## config.mk

```make
export PLATFORM = sky130hd
export DESIGN_NAME = radius_attribute_parser_core
export DESIGN_NICKNAME = d
export VERILOG_FILES = /design/src/rtl/core/rap_pkg.sv /design/src/rtl/core/radius_attribute_parser_core.sv /design/src/rtl/core/rap_parse.sv /design/src/rtl/core/rap_rec_fifo.sv
export SDC_FILE = /design/constraint.sdc
export NUM_CORES = 1
export LEC_CHECK = 0
export BUFFER_PORTS_ARGS = -buffer_cell sky130_fd_sc_hd__buf_2
export CAP_MARGIN = 5
export CORE_MARGIN = 3
export CORE_UTILIZATION = 67
export CTS_CLUSTER_SIZE = 40
export DETAILED_ROUTE_END_ITERATION = 7
export PLACE_DENSITY = 0.86
export SYNTH_ARGS = -nofsm -noshare
export SYNTH_HDL_FRONTEND = slang
export SYNTH_SLANG_ARGS = --single-unit
export TNS_END_PERCENT = 50
```

## constraint.sdc

```tcl
create_clock -name aclk -period 16.3 [get_ports aclk]
set_input_delay 0 -clock aclk [delete_from_list [all_inputs] [get_ports aclk]]
set_output_delay 0 -clock aclk [all_outputs]
set_load 0.01 [all_outputs]
```

## src/rtl/core/rap_pkg.sv

```systemverilog
// ----------------------------------------------------------------------------
// RADIUS attribute parser package
// Shared constants, status codes and record types.
// ----------------------------------------------------------------------------
package rap_pkg;

    localparam int unsigned MAX_PACKET   = 4096;
    localparam int unsigned MIN_PACKET   = 20;
    localparam int unsigned HEADER_BYTES = 20;

    localparam logic [12:0] POS_MAX = 13'd8191;

    localparam logic [7:0] TYPE_PASSWORD   = 8'd2;
    localparam logic [7:0] TYPE_VENDOR     = 8'd26;
    localparam logic [7:0] CODE_ACCESS_REQ = 8'd1;

    localparam logic KIND_ATTR   = 1'b0;
    localparam logic KIND_STATUS = 1'b1;

    localparam logic [2:0] ST_OK          = 3'd0;
    localparam logic [2:0] ST_SIZE        = 3'd1;
    localparam logic [2:0] ST_LEN_MISMATCH = 3'd2;
    localparam logic [2:0] ST_SHORT_ATTR  = 3'd3;
    localparam logic [2:0] ST_OVERRUN     = 3'd4;
    localparam logic [2:0] ST_SHORT_VSA   = 3'd5;
    localparam logic [2:0] ST_PWD_CODE    = 3'd6;
    localparam logic [2:0] ST_PWD_LEN     = 3'd7;

    // result queue
    localparam int unsigned FIFO_DEPTH = 4;
    localparam int unsigned PTR_W      = $clog2(FIFO_DEPTH);
    localparam int unsigned CNT_W      = $clog2(FIFO_DEPTH + 1);

    typedef struct packed {
        logic        record_kind;
        logic [7:0]  attr_type;
        logic [31:0] vendor_id;
        logic [11:0] value_offset;
        logic [7:0]  value_length;
        logic [7:0]  packet_code;
        logic [7:0]  packet_id;
        logic [15:0] packet_length;
        logic [2:0]  status;
        logic        last_of_item;
    } rec_t;

    // records produced by one request, r0 first
    typedef struct packed {
        logic [1:0] n;
        rec_t       r0;
        rec_t       r1;
    } push_t;

endpackage

```

## src/rtl/core/radius_attribute_parser_core.sv

```systemverilog
// ----------------------------------------------------------------------------
// RADIUS attribute parser core
// A record enters the result queue when its octet is accepted; m_ reads it out.
// Throughput: one octet per cycle while the queue has room; an octet that yields
// an attribute and a status record pushes both at once (4-entry queue).
// Reset: synchronous active-low aresetn clears parse state and the queue.
// ----------------------------------------------------------------------------
module radius_attribute_parser_core (
    input  logic        aclk,
    input  logic        aresetn,

    input  logic        s_valid,
    output logic        s_ready,
    input  logic [7:0]  s_rx_byte,
    input  logic        s_frame_end,

    output logic        m_valid,
    input  logic        m_ready,
    output logic        m_record_kind,
    output logic [7:0]  m_attr_type,
    output logic [31:0] m_vendor_id,
    output logic [11:0] m_value_offset,
    output logic [7:0]  m_value_length,
    output logic [7:0]  m_packet_code,
    output logic [7:0]  m_packet_id,
    output logic [15:0] m_packet_length,
    output logic [2:0]  m_status,
    output logic        m_last_of_item
);

    logic           accept;
    logic           room;
    rap_pkg::push_t push;
    rap_pkg::rec_t  rec;

    assign s_ready = room;
    assign accept  = s_valid && room;

    rap_parse u_parse (
        .aclk     (aclk),
        .aresetn  (aresetn),
        .in_valid (accept),
        .in_byte  (s_rx_byte),
        .in_end   (s_frame_end),
        .push     (push)
    );

    rap_rec_fifo u_fifo (
        .aclk      (aclk),
        .aresetn   (aresetn),
        .push      (push),
        .room      (room),
        .out_valid (m_valid),
        .out_ready (m_ready),
        .out_rec   (rec)
    );

    assign m_record_kind   = rec.record_kind;
    assign m_attr_type     = rec.attr_type;
    assign m_vendor_id     = rec.vendor_id;
    assign m_value_offset  = rec.value_offset;
    assign m_value_length  = rec.value_length;
    assign m_packet_code   = rec.packet_code;
    assign m_packet_id     = rec.packet_id;
    assign m_packet_length = rec.packet_length;
    assign m_status        = rec.status;
    assign m_last_of_item  = rec.last_of_item;

endmodule

```

## src/rtl/core/rap_parse.sv

```systemverilog
// ----------------------------------------------------------------------------
// RADIUS attribute parser - byte walker
// Header capture, TLV walk, checks and record generation per octet.
// ----------------------------------------------------------------------------
module rap_parse (
    input  logic              aclk,
    input  logic              aresetn,
    input  logic              in_valid,
    input  logic [7:0]        in_byte,
    input  logic              in_end,
    output rap_pkg::push_t    push
);

    logic [12:0] pos_reg,    pos_next;
    logic [7:0]  code_reg,   code_next;
    logic [7:0]  id_reg,     id_next;
    logic [15:0] len_reg,    len_next;
    logic [12:0] start_reg,  start_next;
    logic [7:0]  type_reg,   type_next;
    logic [7:0]  alen_reg,   alen_next;
    logic [31:0] vendor_reg, vendor_next;
    logic [2:0]  err_reg,    err_next;

    logic          walk;
    logic          emit;
    logic [13:0]   s_plus1;
    logic [12:0]   off;
    logic [13:0]   count;
    logic [2:0]    st;
    rap_pkg::rec_t attr_rec;
    rap_pkg::rec_t stat_rec;

    always_comb begin
        pos_next    = pos_reg;
        code_next   = code_reg;
        id_next     = id_reg;
        len_next    = len_reg;
        start_next  = start_reg;
        type_next   = type_reg;
        alen_next   = alen_reg;
        vendor_next = vendor_reg;
        err_next    = err_reg;
        emit        = 1'b0;
        s_plus1     = {1'b0, start_reg} + 14'd1;
        off         = pos_reg - start_reg;
        count       = {1'b0, pos_reg} + 14'd1;
        st          = rap_pkg::ST_OK;
        attr_rec    = '0;
        stat_rec    = '0;

        if (pos_reg == 13'd0) begin
            code_next  = in_byte;
            start_next = 13'(rap_pkg::HEADER_BYTES);
        end else if (pos_reg == 13'd1) begin
            id_next = in_byte;
        end else if (pos_reg == 13'd2) begin
            len_next = {in_byte, len_reg[7:0]};
        end else if (pos_reg == 13'd3) begin
            len_next = {len_reg[15:8], in_byte};
        end

        walk = (err_reg == rap_pkg::ST_OK)
            && (pos_reg >= 13'(rap_pkg::HEADER_BYTES))
            && ({3'b0, pos_reg} < len_reg)
            && (pos_reg < 13'(rap_pkg::MAX_PACKET));

        if (walk) begin
            if (pos_reg == start_reg) begin
                type_next   = in_byte;
                alen_next   = 8'd0;
                vendor_next = 32'd0;
                if (({4'b0, pos_reg} + 17'd1) >= {1'b0, len_reg}) begin
                    err_next = rap_pkg::ST_OVERRUN;
                end
            end else if ({1'b0, pos_reg} == s_plus1) begin
                alen_next = in_byte;
                if (in_byte < 8'd2) begin
                    err_next = rap_pkg::ST_SHORT_ATTR;
                end else if (({3'b0, start_reg} + {8'b0, in_byte}) > len_reg) begin
                    err_next = rap_pkg::ST_OVERRUN;
                end else if (type_reg == rap_pkg::TYPE_VENDOR && in_byte <= 8'd8) begin
                    err_next = rap_pkg::ST_SHORT_VSA;
                end else if (type_reg == rap_pkg::TYPE_PASSWORD
                             && code_reg != rap_pkg::CODE_ACCESS_REQ) begin
                    err_next = rap_pkg::ST_PWD_CODE;
                end else if (type_reg == rap_pkg::TYPE_PASSWORD
                             && in_byte[3:0] != 4'd2) begin
                    // (len - 2) mod 16 != 0
                    err_next = rap_pkg::ST_PWD_LEN;
                end else if (in_byte == 8'd2) begin
                    emit = 1'b1;
                end
            end else begin
                if (type_reg == rap_pkg::TYPE_VENDOR && off <= 13'd5) begin
                    vendor_next = {vendor_reg[23:0], in_byte};
                end
                if ((off + 13'd1) == {5'b0, alen_reg}) begin
                    emit = 1'b1;
                end
            end
        end

        attr_rec.record_kind = rap_pkg::KIND_ATTR;
        attr_rec.attr_type   = type_next;
        if (type_next == rap_pkg::TYPE_VENDOR) begin
            attr_rec.vendor_id    = vendor_next;
            attr_rec.value_offset = start_reg[11:0] + 12'd6;
            attr_rec.value_length = alen_next - 8'd6;
        end else begin
            attr_rec.vendor_id    = 32'd0;
            attr_rec.value_offset = start_reg[11:0] + 12'd2;
            attr_rec.value_length = alen_next - 8'd2;
        end
        attr_rec.last_of_item = !in_end;
        if (emit) begin
            start_next = start_reg + {5'b0, alen_next};
        end

        if (pos_reg < rap_pkg::POS_MAX) begin
            pos_next = pos_reg + 13'd1;
        end

        if (count < 14'(rap_pkg::MIN_PACKET) || count > 14'(rap_pkg::MAX_PACKET)) begin
            st = rap_pkg::ST_SIZE;
        end else if ({2'b0, count} != len_next) begin
            st = rap_pkg::ST_LEN_MISMATCH;
        end else begin
            st = err_next;
        end
        stat_rec.record_kind   = rap_pkg::KIND_STATUS;
        stat_rec.packet_code   = code_next;
        stat_rec.packet_id     = id_next;
        stat_rec.packet_length = len_next;
        stat_rec.status        = st;
        stat_rec.last_of_item  = 1'b1;

        if (in_end) begin
            pos_next    = '0;
            code_next   = '0;
            id_next     = '0;
            len_next    = '0;
            start_next  = '0;
            type_next   = '0;
            alen_next   = '0;
            vendor_next = '0;
            err_next    = rap_pkg::ST_OK;
        end

        push.n  = in_valid ? ({1'b0, emit} + {1'b0, in_end}) : 2'd0;
        push.r0 = emit ? attr_rec : stat_rec;
        push.r1 = stat_rec;
    end

    always_ff @(posedge aclk) begin
        if (!aresetn) begin
            pos_reg    <= '0;
            code_reg   <= '0;
            id_reg     <= '0;
            len_reg    <= '0;
            start_reg  <= '0;
            type_reg   <= '0;
            alen_reg   <= '0;
            vendor_reg <= '0;
            err_reg    <= rap_pkg::ST_OK;
        end else if (in_valid) begin
            pos_reg    <= pos_next;
            code_reg   <= code_next;
            id_reg     <= id_next;
            len_reg    <= len_next;
            start_reg  <= start_next;
            type_reg   <= type_next;
            alen_reg   <= alen_next;
            vendor_reg <= vendor_next;
            err_reg    <= err_next;
        end
    end

    // first error sticks until frame end
    assert property (@(posedge aclk) disable iff (!aresetn)
        (in_valid && !in_end && err_reg != rap_pkg::ST_OK) |=> (err_reg == $past(err_reg)))
        else $error("error code changed mid-packet");

    assert property (@(posedge aclk) disable iff (!aresetn)
        (in_valid && in_end) |=> (pos_reg == 13'd0 && err_reg == rap_pkg::ST_OK))
        else $error("state not cleared after frame end");

    assert property (@(posedge aclk) disable iff (!aresetn)
        (push.n == 2'd2) |-> (push.r0.record_kind == rap_pkg::KIND_ATTR
                              && !push.r0.last_of_item && push.r1.last_of_item))
        else $error("bad record pair ordering");

    assert property (@(posedge aclk) disable iff (!aresetn)
        (in_valid && walk && pos_reg != start_reg && {1'b0, pos_reg} != s_plus1)
        |-> (pos_reg > start_reg))
        else $error("walk position behind attribute start");

endmodule

```

## src/rtl/core/rap_rec_fifo.sv

```systemverilog
// ----------------------------------------------------------------------------
// RADIUS attribute parser - result queue
// Small record queue taking up to two records per cycle, one out per cycle while out_ready is high.
// ----------------------------------------------------------------------------
module rap_rec_fifo (
    input  logic            aclk,
    input  logic            aresetn,
    input  rap_pkg::push_t  push,
    output logic            room,
    output logic            out_valid,
    input  logic            out_ready,
    output rap_pkg::rec_t   out_rec
);

    rap_pkg::rec_t mem [rap_pkg::FIFO_DEPTH];

    logic [rap_pkg::PTR_W-1:0] wptr_reg, wptr_next;
    logic [rap_pkg::PTR_W-1:0] rptr_reg, rptr_next;
    logic [rap_pkg::CNT_W-1:0] count_reg, count_next;
    logic                      pop;

    assign pop       = out_valid && out_ready;
    assign out_valid = (count_reg != '0);
    assign out_rec   = mem[rptr_reg];
    assign room      = (count_reg <= rap_pkg::CNT_W'(rap_pkg::FIFO_DEPTH - 2));

    always_comb begin
        wptr_next  = wptr_reg + rap_pkg::PTR_W'(push.n);
        rptr_next  = rptr_reg + rap_pkg::PTR_W'(pop);
        count_next = count_reg + rap_pkg::CNT_W'(push.n) - rap_pkg::CNT_W'(pop);
    end

    always_ff @(posedge aclk) begin
        if (push.n != 2'd0) begin
            mem[wptr_reg] <= push.r0;
        end
        if (push.n == 2'd2) begin
            mem[wptr_reg + rap_pkg::PTR_W'(1)] <= push.r1;
        end
    end

    always_ff @(posedge aclk) begin
        if (!aresetn) begin
            wptr_reg  <= '0;
            rptr_reg  <= '0;
            count_reg <= '0;
        end else begin
            wptr_reg  <= wptr_next;
            rptr_reg  <= rptr_next;
            count_reg <= count_next;
        end
    end

    assert property (@(posedge aclk) disable iff (!aresetn)
        count_reg <= rap_pkg::CNT_W'(rap_pkg::FIFO_DEPTH))
        else $error("result queue overflow");

    assert property (@(posedge aclk) disable iff (!aresetn)
        (push.n != 2'd0) |-> room)
        else $error("push without room");

    assert property (@(posedge aclk) disable iff (!aresetn)
        (wptr_reg - rptr_reg) == count_reg[rap_pkg::PTR_W-1:0])
        else $error("queue pointers and count disagree");

endmodule
```

### Word-level counts from Yosys, hierarchy flattened

Memories as Yosys holds them, arrays and structs flattened. A register that Yosys moved wholly into a read port is not among the register bits.
Cells that the tools add are included.

| word-level totals | value |
|---|---|
| bits in latches | 0 |
| register bits after elaboration | 116 |
| logic and storage cells | 133 |
| output and inout port bits | 99 |
| memories kept | 1 |
| input bits | 13 |
| RAM bits | 388 |
| memory bits (read-only) | 0 |

| cells by class | value |
|---|---|
| add/subtract/negate cells | 18 |
| reduce and logical (&&, ||, !) cells | 19 |
| bitwise gates (word level) | 0 |
| $lt $le $gt $ge | 12 |
| $mul | 0 |
| shift-type cells | 0 |
| equal/unequal tests | 14 |
| multiplexer cells | 57 |
| divide/modulo/power cells | 0 |

Memory list:

| memory | depth | width | read ports | clocked after memory_dff | wr ports | RTL line | text |
|---|---|---|---|---|---|---|---|
| u_fifo.mem | 4 | 97 | 1 | 1 | 2 | rap_rec_fifo.sv:15 | `rap_pkg::rec_t mem [rap_pkg::FIFO_DEPTH];` |

Operators with widths:

| operator | number |
|---|---|
| two-way mux 32 bit | 5 |
| two-way mux 8 bit | 13 |
| two-way mux 97 bit | 1 |
| two-way mux 13 bit | 5 |
| two-way mux 16 bit | 4 |
| two-way mux 52 bit | 1 |
| adder 13 x 1 -> 14 bit (second input constant) | 3 |
| two-way mux 3 bit | 12 |
| adder 13 x 1 -> 13 bit (second input constant) | 2 |
| equality test 13 x 2 -> 1 bit (second input constant) | 2 |
| less-than comparator 13 bit (second input constant) | 2 |
| equality test 8 x 2 -> 1 bit (second input constant) | 2 |
| equality test 8 x 5 -> 1 bit (second input constant) | 2 |
| greater-or-equal comparator 14 x 16 -> 1 bit | 1 |
| greater-than comparator 14 x 16 -> 1 bit | 1 |
| less-than comparator 13 x 16 -> 1 bit | 1 |
| inequality test 14 x 16 -> 1 bit | 1 |
| adder 13 x 8 -> 14 bit | 1 |
| equality test 13 x 14 -> 1 bit | 1 |
| greater-than comparator 14 x 13 -> 1 bit (second input constant) | 1 |
| less-than comparator 14 x 5 -> 1 bit (second input constant) | 1 |
| two-way mux 1 bit | 14 |
| adder 13 x 8 -> 13 bit | 1 |
| equality test 13 x 1 -> 1 bit (second input constant) | 1 |
| other kinds (30) | 42 |

### Longest topological paths before layout

| logic depth | value |
|---|---|
| word-level depth | 15 |
| mapped depth | 33 |
| depth with buffers taken out | 32 |

### Modules after synthesis

From an unflattened synthesis, not the netlist that was laid out.

| second synthesis, totals | value |
|---|---|
| cell total of the unflattened synthesis | 2,247 |
| area total of the unflattened synthesis | 28,992.8 sq um |

Modules (own cells, without submodules):

| module | area each (sq um) | seq. area each (sq um) | instances | cells each |
|---|---|---|---|---|
| rap_rec_fifo | 19,063.3 | 11,791.3 | 1 | 988 |
| rap_parse | 9,923.3 | 2,182.1 | 1 | 1,258 |
| radius_attribute_parser_core | 6.3 | 0.0 | 1 | 1 |

### Least setup slack after synthesis

OpenSTA, ideal clock, no wires.

| path | value |
|---|---|
| path type | flip-flop to flip-flop |
| from | register u_parse.start_reg[1] |
| to | memory u_fifo.mem[1][10] (netlist name) (enable) |
| arrival time | 6.201 ns |
| buffers on the path | 3 |
| setup slack | 9.710 ns |
| required time | 15.910 ns |
| clock period less this slack | 6.590 ns |
| setup time | 0.390 ns |
| cell stages (with the launch flop) | 29 |
| path through | dfxtp_1 ha_1 a21o_1 a21oi_1 o21bai_1 a21oi_1 o21bai_1 a21oi_1 nor2b_1 o21ai_0 nor3_1 xnor2_1 ha_1 nand4_1 a211oi_1 o311ai_0 a211oi_1 nor2_1 and3_1 nor2_4 inv_4 ha_1 clkbuf_1 nand2b_1 a21boi_0 or3_1 clkbuf_1 clkbuf_1 inv_1 |

RTL lines:

| what | RTL line | text |
|---|---|---|
| start: declaration | rap_parse.sv:18 | `logic [12:0] start_reg, start_next;` |
| start signal: assignment | rap_parse.sv:170 | `start_reg <= start_next;` |
| end: declaration | rap_rec_fifo.sv:15 |  |

==> results.json <==
{
  "run_status": "finished clean",
  "period_minus_slack_ns": 7.40,
  "mux_share_of_post_synthesis_cell_area_pct": 11.0,
  "critical_path.startpoint": "u_parse.start_reg[1]",
  "finalMaxSlewViolations": 0,
  "route.detailed.vias_per_inst": 6.66,
  "number_of_flip_flops_in_the_largest_register": 388,
  "wire_per_inst_um": 22.7,
  "netlist_instances": 2481,
  "yosys_warnings": 0,
  "globalplace.congestion": 0.990,
  "postSynth.topFlopCell": "dfxtp_1",
  "rr_worst_depth": 28,
  "cpMaxStageDelayCell": "dfxtp_1",
  "globalRouteOverflowTotal": 0,
  "synth_xor_xnor_area_share_pct": 3.25,
  "worstPathArrival_ns": 7.80,
  "hp-class": "input port to flop",
  "final_cell_mix": "dfxtp_1 (362), nand2_1 (359), o21ai_0 (210)",
  "r2r_end": "u_fifo.mem[0][31]",
  "nNetsFinal": 2612,
  "wire_length_of_the_first_global_routing_pass_um": 107000,
  "globalRouteTotalUtil_pct": 34.5,
  "max_freq_ghz": 0.135,
  "tns_ns": 0,
  "power_per_cell_area_mw_per_mm2": 108,
  "grt_pass1_vias": 19900,
  "max_slew_headroom_at_the_worst_pin_pct": 15.7,
  "areaGrowthSynthToFinish_pct": 9.04,
  "buffer_ports.inserted": 111,
  "fin_hold_ws_ns": 0.0519,
  "final_hold_viol_count": 0,
  "max_root_sink_buffers": 3,
  "post_synth_fa_ha_maj_area_fraction_pct": 4.75,
  "post_synthesis_compound_gate_area_fraction_pct": 14.7,
  "synth.yosys.seq_area_share_pct": 46.6,
  "async_flop_share_pct": 0,
  "cts_repair_resized_insts": 0,
  "yosys_register_bits": 504,
  "reg2reg_slack_ns": 8.90,
  "syn_area_sq_mm": 0.0247,
  "fraction_of_final_layout_cells_with_drive_strength_greater_than_1_pct": 13.8,
  "worst_clock_skew_ns": 0.0174,
  "routed_wirelength_um": 68000,
  "mostFrequentLayoutCell": "dfxtp_1",
  "maxCapViolCount": 0,
  "cts_bufs_inserted": 49,
  "crit_path_max_fanout": 36,
  "busiest_layer": "met2",
  "period_share_pct": 45.4,
  "die_area_sq_mm": 0.0392,
  "nature_of_the_critical_path_startpoint": "flop",
  "worstSetupPathType": "flop to flop",
  "synthDistinctLibCells": 92,
  "clock_tree.htree_level_count": 2,
  "critical-path-max-stage-delay_ns": 0.68,
  "num_vias": 20000,
  "rsz0062_at_grt": "false",
  "die_h_um": 198,
  "synth_fp_nets": 2584,
  "grt_start_max_net_pins": 107,
  "clk_pin_slew_worst_paths_ns": 0.06,
  "globalRouteMet2Util_pct": 57.4,
  "clk_latency_ns": 0.58,
  "antenna_found_initial": 2,
  "cts.root.buffer_cell": "clkbuf_16",
  "required_time_at_the_worst_slack_endpoint_ns": 16.70,
  "detailed_place_hpwl_um": 42800,
  "max-vdd-ir-drop_mv": 0.0715,
  "setup_viol_count_final": 0,
  "drc_errors": 0,
  "floorplan.core_area_sq_mm": 0.0359,
  "io_pins": 112,
  "drt-initial-drc-count": 2505,
  "synth_top_family_by_area": "simple AND/OR/NAND/NOR gates",
  "number_of_enable_flip_flop_cells_after_synthesis": 140,
  "worstSetupEndpointType": "flop",
  "number_of_iterations_in_the_first_detailed_routing_pass": 6,
  "regToRegStartpoint": "u_parse.start_reg[1]",
  "std_cell_rows": 69,
  "cts_tree": "done",
  "globalRouteMet3Util_pct": 6.43,
  "max_slew.worst_pin.slew_ns": 1.26,
  "synth-simple-area-share_pct": 15.7,
  "drt.antenna.violating_nets": 0,
  "post_synth.cell_area_avg_sq_um": 9.94,
  "place_ws_ns": 9.09,
  "min_path_cells": 3,
  "crit_path_end": "u_fifo.mem[0][31]",
  "power_leakage_nw": 9.63,
  "initial_core_util_pct": 68.7,
  "clock-sinks": 504,
  "die_width_um": 198,
  "final_critical_path_setup_slack_ns": 8.90,
  "grt.met1_usage_pct": 45.2
}
==> per-stage QoR <==
stage          utilization [%]  power [W]  area, sq um  cells
3_3_place_gp              70.5    0.00182        25300   2914
6_report                  74.9    0.00292        26900   3000
5_1_grt                   74.9    0.00300        26900   3000
4_1_cts                   74.9    0.00292        26900   2999
3_5_place_dp              70.5    0.00183        25300   2914
2_1_floorplan                -    0.00168        24700   2481
==> area by class of cell <==
cell class,count,area [sq um]
clock inverters,18,183
well taps,461,577
flip-flops and latches,504,11500
fillers,2359,9010
inverters,70,265
clock buffers,62,1350
diodes,1,2.50
multi-input cells,1743,12200
repair buffers,141,793
==> critical path, delay by kind of cell (launching register included) <==
kind | cells | cell delay [ns]
buf+inv | 3 | 0.97
xor+xnor | 1 | 0.14
compound gates | 12 | 2.54
flops | 1 | 0.68
simple gates | 9 | 1.81
fa+ha+maj | 3 | 1.07
==> where the power goes <==
part	total [W]	switching, W	leakage, nW	internal (W)
Clock	0.00111	0.000478	0.745	0.000627
Sequential	0.00136	0.0000494	4.26	0.00131
Combinational	0.000451	0.000267	4.62	0.000184
==> repair_timing <==
| action | CTS | global route |
|---|---|---|
| hold endpoints to repair | 6 | 0 |
| hold buffers | 5 | 0 |
| setup buffers | 0 | 0 |
==> cells in the mapped netlist, drive strengths merged, types with 62 or more instances <==
cell | n | share of area [%]
edfxtp | 140 | 17
o21ai | 288 | 5.9
nor2b | 79 | 2.0
dfxtp | 364 | 30
xnor2 | 62 | 2.2
nor2 | 203 | 3.1
buf | 62 | 1.4
clkbuf | 102 | 1.6
inv | 70 | 1.1
a22oi | 69 | 2.2
mux4 | 97 | 8.9
nand2 | 364 | 5.6
ha | 84 | 4.3
==> routing by layer <==
layer,up-vias,share of wire (%)
li1,8917,-
met1,9712,39
met2,1139,48
met3,203,9.7
met4,2,3.7
met5,-,0.019
==> worst min path at each step <==
stage | start | end
final | s_rx_byte[2] | u_parse.vendor_reg[2]
after global routing | s_rx_byte[1] | u_parse.vendor_reg[1]
after CTS | s_rx_byte[3] | u_parse.type_reg[3]
after detailed placement | u_fifo.mem[0][36] | u_fifo.mem[0][36]
after global placement | u_fifo.mem[0][84] | u_fifo.mem[0][84]
after floorplan | s_rx_byte[4] | u_fifo.mem[0][16]
==> kinds of logic (layout without fill, tap and decap cells) <==
group                      after synthesis  after routing
AOI/OAI and AO/OA                      584            584
muxes                                  144            144
other                                    0              1
and+or+nand+nor                        835            835
adders and majority gates               90             90
DFF                                    504            504
xor gates and xnor gates                90             90
buffers and inverters                  234            291
Power figures use the tool's default switching activity.
